## src/rtl/bus_slave_register_map_defines.svh

```systemverilog
// ----------------------------------------------------------------------------
// bus_slave_register_map_defines
// Assertion macros used by the register map top level.
// ----------------------------------------------------------------------------
`ifndef BUS_SLAVE_REGISTER_MAP_DEFINES_SVH
`define BUS_SLAVE_REGISTER_MAP_DEFINES_SVH

// same-cycle implication, disabled during reset
`define BSRM_ASSERT_IMP(label, ante, cons, msg) \
   label: assert property (@(posedge clock) disable iff (reset) (ante) |-> (cons)) \
      else $error(msg);

// next-cycle implication, disabled during reset
`define BSRM_ASSERT_NEXT(label, ante, cons, msg) \
   label: assert property (@(posedge clock) disable iff (reset) (ante) |=> (cons)) \
      else $error(msg);

`endif

```

## src/rtl/bsrm_pkg.sv

```systemverilog
// ----------------------------------------------------------------------------
// bsrm_pkg
// Types and command codes of the bus slave register map.
// ----------------------------------------------------------------------------
`timescale 1ns / 1ps
`default_nettype none

package bsrm_pkg;

   localparam int RX_KEPT = 3;

   localparam logic [3:0] CMD_NONE       = 4'h0;
   localparam logic [3:0] CMD_WRITE_BYTE = 4'h1;
   localparam logic [3:0] CMD_WRITE_WORD = 4'h2;
   localparam logic [3:0] CMD_READ_BYTE  = 4'h4;
   localparam logic [3:0] CMD_READ_WORD  = 4'h8;

   typedef struct packed {
      logic       operation;
      logic [5:0] byte_count;
      logic [7:0] first_byte;
      logic [7:0] second_byte;
      logic [7:0] third_byte;
      logic [7:0] fourth_byte;
   } req_type;

   typedef struct packed {
      logic [7:0] read_data;
      logic       last_byte;
   } rsp_type;

   typedef struct packed {
      logic capture;
      logic decode;
      logic write_hi;
      logic read_lo;
      logic read_hi;
      logic emit_mem;
      logic emit_zero;
      logic last;
   } ctrl_cmd_type;

   typedef struct packed {
      logic write_ok;
      logic read_req;
      logic rd_byte_pend;
      logic rd_word_pend;
      logic wr_word;
   } ctrl_status_type;

endpackage

`default_nettype wire

```

## src/rtl/bus_slave_register_map.sv

```systemverilog
// ----------------------------------------------------------------------------
// bus_slave_register_map
// Register map of up to 16 bytes behind a byte bus, top level.
// ----------------------------------------------------------------------------
// Usage:
//   Present a transfer on req_item and raise start; the word is taken at the
//   clock edge where start is high and busy is low.
//   A write transfer (operation 0) of at most MAX_RX_BYTES bytes updates the
//   receive buffer and is decoded; it returns nothing. Longer writes are
//   dropped and leave busy low. Accepted writes hold busy through the decode
//   state, and a word write also through the high-byte write state.
//   A read transfer (operation 1) returns one or two words on rsp_item, each
//   marked by rsp_strobe for a single cycle, last_byte on the final one.
//   With no read pending a zero byte follows in the cycle after acceptance
//   and busy stays low. A byte read passes the fetch state, which reads the
//   storage, and the low-byte state, which emits its word through the
//   response register; a word read also passes the high-byte state for its
//   second word. Busy covers the fetch from the single storage read port.
//   One item is handled at a time. The receiver cannot stall; every word is
//   offered once. Reset clears the receive buffer, the pending read and the
//   storage valid flags, so storage not written since reset reads as zero.
// ----------------------------------------------------------------------------
`timescale 1ns / 1ps
`default_nettype none
`include "bus_slave_register_map_defines.svh"

module bus_slave_register_map #(
   parameter int MAP_BYTES    = 16,
   parameter int MAX_RX_BYTES = 4
) (
   input  wire logic              clock,
   input  wire logic              reset,
   input  wire logic              start,
   output logic                   busy,
   input  wire bsrm_pkg::req_type req_item,
   output bsrm_pkg::rsp_type      rsp_item,
   output logic                   rsp_strobe
);

   bsrm_pkg::ctrl_cmd_type    cmd;
   bsrm_pkg::ctrl_status_type status;

   bsrm_ctrl u_ctrl (
      .clock  (clock),
      .reset  (reset),
      .start  (start),
      .status (status),
      .busy   (busy),
      .cmd    (cmd)
   );

   bsrm_datapath #(
      .MAP_BYTES    (MAP_BYTES),
      .MAX_RX_BYTES (MAX_RX_BYTES)
   ) u_datapath (
      .clock      (clock),
      .reset      (reset),
      .req_item   (req_item),
      .cmd        (cmd),
      .status     (status),
      .rsp_item   (rsp_item),
      .rsp_strobe (rsp_strobe)
   );

   `BSRM_ASSERT_NEXT(a_write_silent, start && !busy && !req_item.operation, !rsp_strobe, "write transfer produced a response")
   `BSRM_ASSERT_NEXT(a_idle_read, start && !busy && req_item.operation && !status.rd_byte_pend && !status.rd_word_pend, rsp_strobe && rsp_item.last_byte && (rsp_item.read_data == 8'h00), "read with nothing pending did not return a zero byte")
   `BSRM_ASSERT_NEXT(a_word_pair, rsp_strobe && !rsp_item.last_byte, rsp_strobe && rsp_item.last_byte, "first byte of a word read not followed by the last byte")
   `BSRM_ASSERT_IMP(a_busy_strobe, rsp_strobe && !rsp_item.last_byte, busy, "word read released busy between its two bytes")

endmodule

`default_nettype wire

```

## src/rtl/bsrm_datapath.sv

```systemverilog
// ----------------------------------------------------------------------------
// bsrm_datapath
// Receive buffer, command decode, register storage and response register.
// ----------------------------------------------------------------------------
`timescale 1ns / 1ps
`default_nettype none

module bsrm_datapath #(
   parameter int MAP_BYTES    = 16,
   parameter int MAX_RX_BYTES = 4
) (
   input  wire logic                      clock,
   input  wire logic                      reset,
   input  wire bsrm_pkg::req_type         req_item,
   input  wire bsrm_pkg::ctrl_cmd_type    cmd,
   output bsrm_pkg::ctrl_status_type      status,
   output bsrm_pkg::rsp_type              rsp_item,
   output logic                           rsp_strobe
);

   localparam int         AW     = (MAP_BYTES > 1) ? $clog2(MAP_BYTES) : 1;
   localparam logic [4:0] MAP5   = 5'(MAP_BYTES);
   localparam logic [5:0] MAX_RX = 6'(MAX_RX_BYTES);

   logic [7:0]          rx_ff [bsrm_pkg::RX_KEPT];
   logic [7:0]          rx_in [bsrm_pkg::RX_KEPT];
   logic [7:0]          req_bytes [bsrm_pkg::RX_KEPT];
   logic [3:0]          pend_cmd_ff, pend_cmd_in;
   logic [3:0]          pend_reg_ff, pend_reg_in;
   logic [MAP_BYTES-1:0] valid_ff, valid_in;
   logic [7:0]          mem [MAP_BYTES];
   logic [7:0]          rd_q_ff;
   logic                rd_valid_ff;
   bsrm_pkg::rsp_type   rsp_ff, rsp_in;
   logic                strobe_ff, strobe_in;

   logic [3:0]          dec_reg;
   logic [3:0]          dec_nib;
   logic [3:0]          dec_cmd;
   logic                reg_in_map;
   logic                word_fits;
   logic                mem_we;
   logic [AW-1:0]       waddr;
   logic [7:0]          wdata;
   logic [AW-1:0]       raddr;
   logic                rd_en;
   logic [AW-1:0]       pend_idx;

   assign req_bytes[0] = req_item.first_byte;
   assign req_bytes[1] = req_item.second_byte;
   assign req_bytes[2] = req_item.third_byte;

   // decode byte 0 of the receive buffer
   always_comb begin
      dec_reg    = rx_ff[0][3:0];
      dec_nib    = rx_ff[0][7:4];
      reg_in_map = {1'b0, dec_reg} < MAP5;
      word_fits  = ({1'b0, dec_reg} + 5'd1) < MAP5;
      dec_cmd    = bsrm_pkg::CMD_NONE;
      if (reg_in_map) begin
         unique case (dec_nib) inside
            bsrm_pkg::CMD_WRITE_BYTE, bsrm_pkg::CMD_WRITE_WORD,
            bsrm_pkg::CMD_READ_BYTE: begin
               dec_cmd = dec_nib;
            end
            bsrm_pkg::CMD_READ_WORD: begin
               dec_cmd = word_fits ? dec_nib : bsrm_pkg::CMD_NONE;
            end
            default: begin
               dec_cmd = bsrm_pkg::CMD_NONE;
            end
         endcase
      end
   end

   assign pend_idx = pend_reg_ff[AW-1:0];

   always_comb begin
      status.write_ok     = !req_item.operation && (req_item.byte_count <= MAX_RX);
      status.read_req     = req_item.operation;
      status.rd_byte_pend = pend_cmd_ff == bsrm_pkg::CMD_READ_BYTE;
      status.rd_word_pend = pend_cmd_ff == bsrm_pkg::CMD_READ_WORD;
      status.wr_word      = (dec_cmd == bsrm_pkg::CMD_WRITE_WORD) && word_fits;
   end

   always_comb begin
      for (int i = 0; i < bsrm_pkg::RX_KEPT; i++) begin
         rx_in[i] = rx_ff[i];
         if (cmd.capture && (6'(i) < req_item.byte_count)) begin
            rx_in[i] = req_bytes[i];
         end
      end
      pend_cmd_in = cmd.decode ? dec_cmd : pend_cmd_ff;
      pend_reg_in = cmd.decode ? dec_reg : pend_reg_ff;
   end

   // storage write and read ports
   always_comb begin
      mem_we = cmd.write_hi ||
               (cmd.decode && ((dec_cmd == bsrm_pkg::CMD_WRITE_BYTE) || status.wr_word));
      waddr  = cmd.write_hi ? AW'(pend_idx + AW'(1)) : dec_reg[AW-1:0];
      wdata  = cmd.write_hi ? rx_ff[2] : rx_ff[1];
      rd_en  = cmd.read_lo || cmd.read_hi;
      raddr  = cmd.read_hi ? AW'(pend_idx + AW'(1)) : pend_idx;
      valid_in = valid_ff;
      if (mem_we) begin
         valid_in[waddr] = 1'b1;
      end
   end

   always_comb begin
      strobe_in          = cmd.emit_mem || cmd.emit_zero;
      rsp_in.last_byte   = cmd.last;
      rsp_in.read_data   = (cmd.emit_mem && rd_valid_ff) ? rd_q_ff : 8'h00;
   end

   always_ff @(posedge clock) begin
      if (reset) begin
         for (int i = 0; i < bsrm_pkg::RX_KEPT; i++) begin
            rx_ff[i] <= 8'h00;
         end
         pend_cmd_ff <= bsrm_pkg::CMD_NONE;
         pend_reg_ff <= 4'h0;
         valid_ff    <= '0;
         strobe_ff   <= 1'b0;
      end else begin
         rx_ff       <= rx_in;
         pend_cmd_ff <= pend_cmd_in;
         pend_reg_ff <= pend_reg_in;
         valid_ff    <= valid_in;
         strobe_ff   <= strobe_in;
      end
   end

   always_ff @(posedge clock) begin
      if (mem_we) begin
         mem[waddr] <= wdata;
      end
      if (rd_en) begin
         rd_q_ff     <= mem[raddr];
         rd_valid_ff <= valid_ff[raddr];
      end
      rsp_ff <= rsp_in;
   end

   assign rsp_item   = rsp_ff;
   assign rsp_strobe = strobe_ff;

endmodule

`default_nettype wire

```

## src/rtl/bsrm_ctrl.sv

```systemverilog
// ----------------------------------------------------------------------------
// bsrm_ctrl
// Sequencer for write decode, word write and byte or word read.
// ----------------------------------------------------------------------------
`timescale 1ns / 1ps
`default_nettype none

module bsrm_ctrl (
   input  wire logic                      clock,
   input  wire logic                      reset,
   input  wire logic                      start,
   input  wire bsrm_pkg::ctrl_status_type status,
   output logic                           busy,
   output bsrm_pkg::ctrl_cmd_type         cmd
);

   localparam logic [2:0] S_IDLE     = 3'd0;
   localparam logic [2:0] S_DECODE   = 3'd1;
   localparam logic [2:0] S_WR_HI    = 3'd2;
   localparam logic [2:0] S_RD_FETCH = 3'd3;
   localparam logic [2:0] S_RD_LO    = 3'd4;
   localparam logic [2:0] S_RD_HI    = 3'd5;

   logic [2:0] state_ff, state_in;
   logic       accept;

   assign busy   = state_ff != S_IDLE;
   assign accept = start && !busy;

   always_comb begin
      state_in = state_ff;
      cmd      = '0;
      unique case (state_ff)
         S_IDLE: begin
            if (accept) begin
               if (status.read_req) begin
                  if (status.rd_byte_pend || status.rd_word_pend) begin
                     state_in = S_RD_FETCH;
                  end else begin
                     cmd.emit_zero = 1'b1;
                     cmd.last      = 1'b1;
                  end
               end else if (status.write_ok) begin
                  cmd.capture = 1'b1;
                  state_in    = S_DECODE;
               end
            end
         end
         S_DECODE: begin
            cmd.decode = 1'b1;
            state_in   = status.wr_word ? S_WR_HI : S_IDLE;
         end
         S_WR_HI: begin
            cmd.write_hi = 1'b1;
            state_in     = S_IDLE;
         end
         S_RD_FETCH: begin
            cmd.read_lo = 1'b1;
            state_in    = S_RD_LO;
         end
         S_RD_LO: begin
            cmd.emit_mem = 1'b1;
            cmd.last     = !status.rd_word_pend;
            cmd.read_hi  = status.rd_word_pend;
            state_in     = status.rd_word_pend ? S_RD_HI : S_IDLE;
         end
         S_RD_HI: begin
            cmd.emit_mem = 1'b1;
            cmd.last     = 1'b1;
            state_in     = S_IDLE;
         end
         default: begin
            state_in = S_IDLE;
         end
      endcase
   end

   always_ff @(posedge clock) begin
      if (reset) begin
         state_ff <= S_IDLE;
      end else begin
         state_ff <= state_in;
      end
   end

endmodule

`default_nettype wire

```

## config.mk

```make
export PLATFORM = sky130hd
export DESIGN_NAME = bus_slave_register_map
export DESIGN_NICKNAME = d
export VERILOG_FILES = /design/src/rtl/bsrm_pkg.sv /design/src/rtl/bus_slave_register_map.sv /design/src/rtl/bsrm_datapath.sv /design/src/rtl/bsrm_ctrl.sv
export VERILOG_INCLUDE_DIRS = /design/src /design/src/rtl
export SDC_FILE = /design/constraint.sdc
export NUM_CORES = 1
export LEC_CHECK = 0
export ABC_AREA = 1
export BUFFER_PORTS_ARGS = -buffer_cell sky130_fd_sc_hd__buf_2
export CORE_UTILIZATION = 55
export CTS_CLUSTER_SIZE = 12
export DETAILED_ROUTE_END_ITERATION = 7
export PLACE_DENSITY = 0.73
export RECOVER_POWER = 100
export SYNTH_ARGS = -nofsm -noshare
export SYNTH_HDL_FRONTEND = slang
export SYNTH_SLANG_ARGS = --single-unit
```

## constraint.sdc

```tcl
create_clock -name clock -period 4.5 [get_ports clock]
set_input_delay 0.675 -clock clock [delete_from_list [all_inputs] [get_ports clock]]
set_output_delay 0.675 -clock clock [all_outputs]
set_load 0.02 [all_outputs]
```

==> reports/summary.txt <==
Run status -> finished with violations
Violated checks -> max-capacitance violations, max-slew violations
Most common cell after layout, fill and taps aside -> inv_1
RSZ-0062 raised after global routing -> no
Gr ovfl total -> 0
Worst clock skew -> 0.01003 ns
Total wire length -> 18.49 mm
Share of cells above drive strength 1 -> 7.732%
Crit path max fanout -> 50
CP cell instances -> inv_1 > nand2_1 > nor2_1 > nand2_1 > nand2_1 > nand2_2 > buf_4 > nand2_1 > nand3_1 > nand3_1 > nand3_1 > nand2_1
Setup Crit Path Kind -> reg2reg
Mean routed wirelength per cell -> 15.66 um
Int Power -> 2.843 mW
Top achievable clock speed -> 293.0 MHz
Register area share after synthesis -> 61.92%
Skew-Pair Late Insertion Delay -> 0.44 ns
Grt met3 use -> 4.481%
Vias in the first global route -> 5694
Final slew viol count -> 34
Vias per inst -> 5.191
Worst hold margin -> 0.4455 ns
Critical Path Start -> u_ctrl.state_ff[1]$_SDFFE_PP0P_
Largest Register -> u_datapath.mem
CTS tree -> yes
Largest family of logic cells by synthesized area -> simple AND/OR/NAND/NOR gates
Final period util -> 75.83%
Crit path arrival time -> 3.60 ns
Leakage -> 4.017 nW
Highest-count cells in the layout ignoring fill and taps -> 193 x inv_1, 164 x nand2_1, 152 x nand3_1, 137 x edfxtp_1, 61 x dfxtp_1
Switch Pwr -> 0.9028 mW
H-tree levels -> 4
Layout Cells excl Fill -> 1181
GRT met1 Usage -> 32.45%
Largest regs -> u_datapath.mem: 128 flops, u_datapath.rx_ff: 16 flops, u_datapath.valid_ff: 16 flops
Bufs and invs on worst path -> 2
Cts bufs inserted -> 17
Critical Path Max Stage Delay -> 0.80 ns
DRT Pass-1 Iters -> 5
Cell Area, Synth -> 8616 um^2
Comb power frac -> 8.9%
Worst vdd ir -> 284.2 uV
FP Rows -> 45
IO Pins -> 53
Post-route ant nets -> 0
Reg-to-Reg Start -> u_ctrl.state_ff[1]$_SDFFE_PP0P_
Core area -> 15260 um^2
Initial Utilization -> 56.47%
Crit. End Element -> register
Reg power frac -> 52.4%
Post-synth EDFFs -> 137
Rel. slew slack -> -22.14%
Post-CTS Resized -> 0
Worst Tran Pin Value -> 1.813 ns
Worst Hold Class -> reg2reg
Most frequent CP cell -> nand2_1
Met2 global-route usage -> 40.11%
Fillers -> 1248
Clock tree sinks -> 198
Post-CTS Setup Inserts -> 0
Clock Tree Buf Depth -> 2
Async set or reset register ratio after synthesis -> 0%
TNS Setup -> 0 ns
Clk pwr share -> 38.7%
Switching share of total power -> 24.10%
Final Util -> 62.30%
Compound-cell area share of the yosys netlist -> 6.404%
Die Y-Extent -> 127.2 um
Hold path startpoint -> u_datapath.rx_ff[13]$_SDFFE_PP0P_
Slowest CP cell -> nand2_1
Total number of vias -> 6131
Mux share of post-synthesis cell area -> 0%
GPL Wtd Cong -> 0.8273
Max_cap viols -> 2
Final Hold Vio Count -> 0
Post-CTS Hold Buffers -> 0
Final nets -> 1000
Clk slew on worst S/H paths -> 0.07 ns
Root Buffer -> clkbuf_16
Synth Area in XOR/XNOR -> 0.2033%
Yosys warning total -> 0
Antenna cells -> 0
Inst Count DP -> 1149
Most used routing layer -> met2
Synth Register Bits -> 198
Largest net degree at the start of global routing -> 51
Number of DRC markers in iteration 0 -> 663
CP top delay family -> simple AND/OR/NAND/NOR gates
CP Launch Type -> register
Detailed placer's ending HPWL -> 11.38 mm
Min Tclk post-route -> 3.412 ns
Max reg flops -> 128
Full die area -> 16170 um^2
Ys flop type -> edfxtp_1
Finish-stage setup viols -> 0
Synth Instances -> 920
Syn_nets -> 963
Chip width -> 127.2 um
Post-route DRC -> 0
Avg Inst Size Synth -> 9.365 um^2
Data required, critical path -> 4.69 ns
Cell variety after synth -> 31
IO Port Bufs -> 44
PnR Total Power -> 3.746 mW
Post-Synth Adder-Cell Area -> 0.1452%
Antenna violations before repair -> 0
First-pass GRT wire length -> 29.38 mm
P&R area growth vs syn -> 10.34%
Pwr/cell area -> 394.0 nW/um^2
Post-Synth Simple-Gate Area -> 20.48%
Gr usage total -> 24.68%
-- power groups by stage --
stage               Sequential (mW)  Combinational, mW  Clock (mW)
global placement               2.00              0.324           0
finish                         1.96              0.334        1.45
CTS                            1.96              0.334        1.46
detailed placement             2.00              0.331           0
global route                   1.96              0.371        1.52
floorplan                      2.00              0.231           0
-- cells by family (layout without fill, tap and decap cells) --
| logic type | count (synthesis) | in the layout |
|---|---|---|
| simple gates | 388 | 388 |
| buf+inv | 234 | 284 |
| flops | 198 | 198 |
| compound gates | 97 | 97 |
| xor+xnor | 2 | 2 |
| fa+ha+maj | 1 | 1 |
-- cell type report --
class,count,area (um^2),share of cell area [%]
clock buffers,21,461.7,4.857
clock inverters,11,100.1,1.053
inverters,196,738.2,7.765
multi-input cells,488,2338,24.60
flip-flops and latches,198,5335,56.12
well taps,211,264.0,2.777
repair buffers,56,269.0,2.830
-- Yosys cell counts (all sizes together) (3+ instances only) --
cell type  instances  share of area, %
clkbuf            12              0.52
nor3               4              0.23
a21oi             42               2.4
edfxtp           137                48
nand2            165               7.3
nand3            152               8.8
o21ai             43               2.9
dfxtp             61                14
buf               26               1.8
nor2              39               1.8
nand3b            24               2.1
inv              196               8.6
nand4              3              0.22
a211oi             9              0.78
-- final timing paths --
kind                                  endpoint  cells after the start  slack, ns
min reg2reg  u_datapath.rx_ff[13]$_SDFFE_PP0P_                      2       0.45
max reg2reg    u_datapath.rd_q_ff[4]$_DFFE_PP_                     12       1.09
max            u_datapath.rd_q_ff[4]$_DFFE_PP_                     12       1.09
min          u_datapath.rx_ff[13]$_SDFFE_PP0P_                      2       0.45
-- tightest hold or removal path, cell delays in order, from the launching register on --
cell	delay, ns
dfxtp_1	0.31
inv_1	0.05
a21oi_1	0.05
-- layer usage --
metal  routed length, um  part of all wire [%]
met5                   0                     0
met4                 498                   2.7
met3                1098                   5.9
met2                8884                    48
met1                8013                    43
-- through the flow --
stage | cell area (um^2) | setup slack [ns]
floorplan | 8616 | 2.575
global placement | 8994 | 1.779
detailed placement | 8994 | 1.740
CTS | 9555 | 1.721
global route | 9507 | 0.7873
finish | 9507 | 1.088
Note: power is estimated with default switching activity, not from simulation.
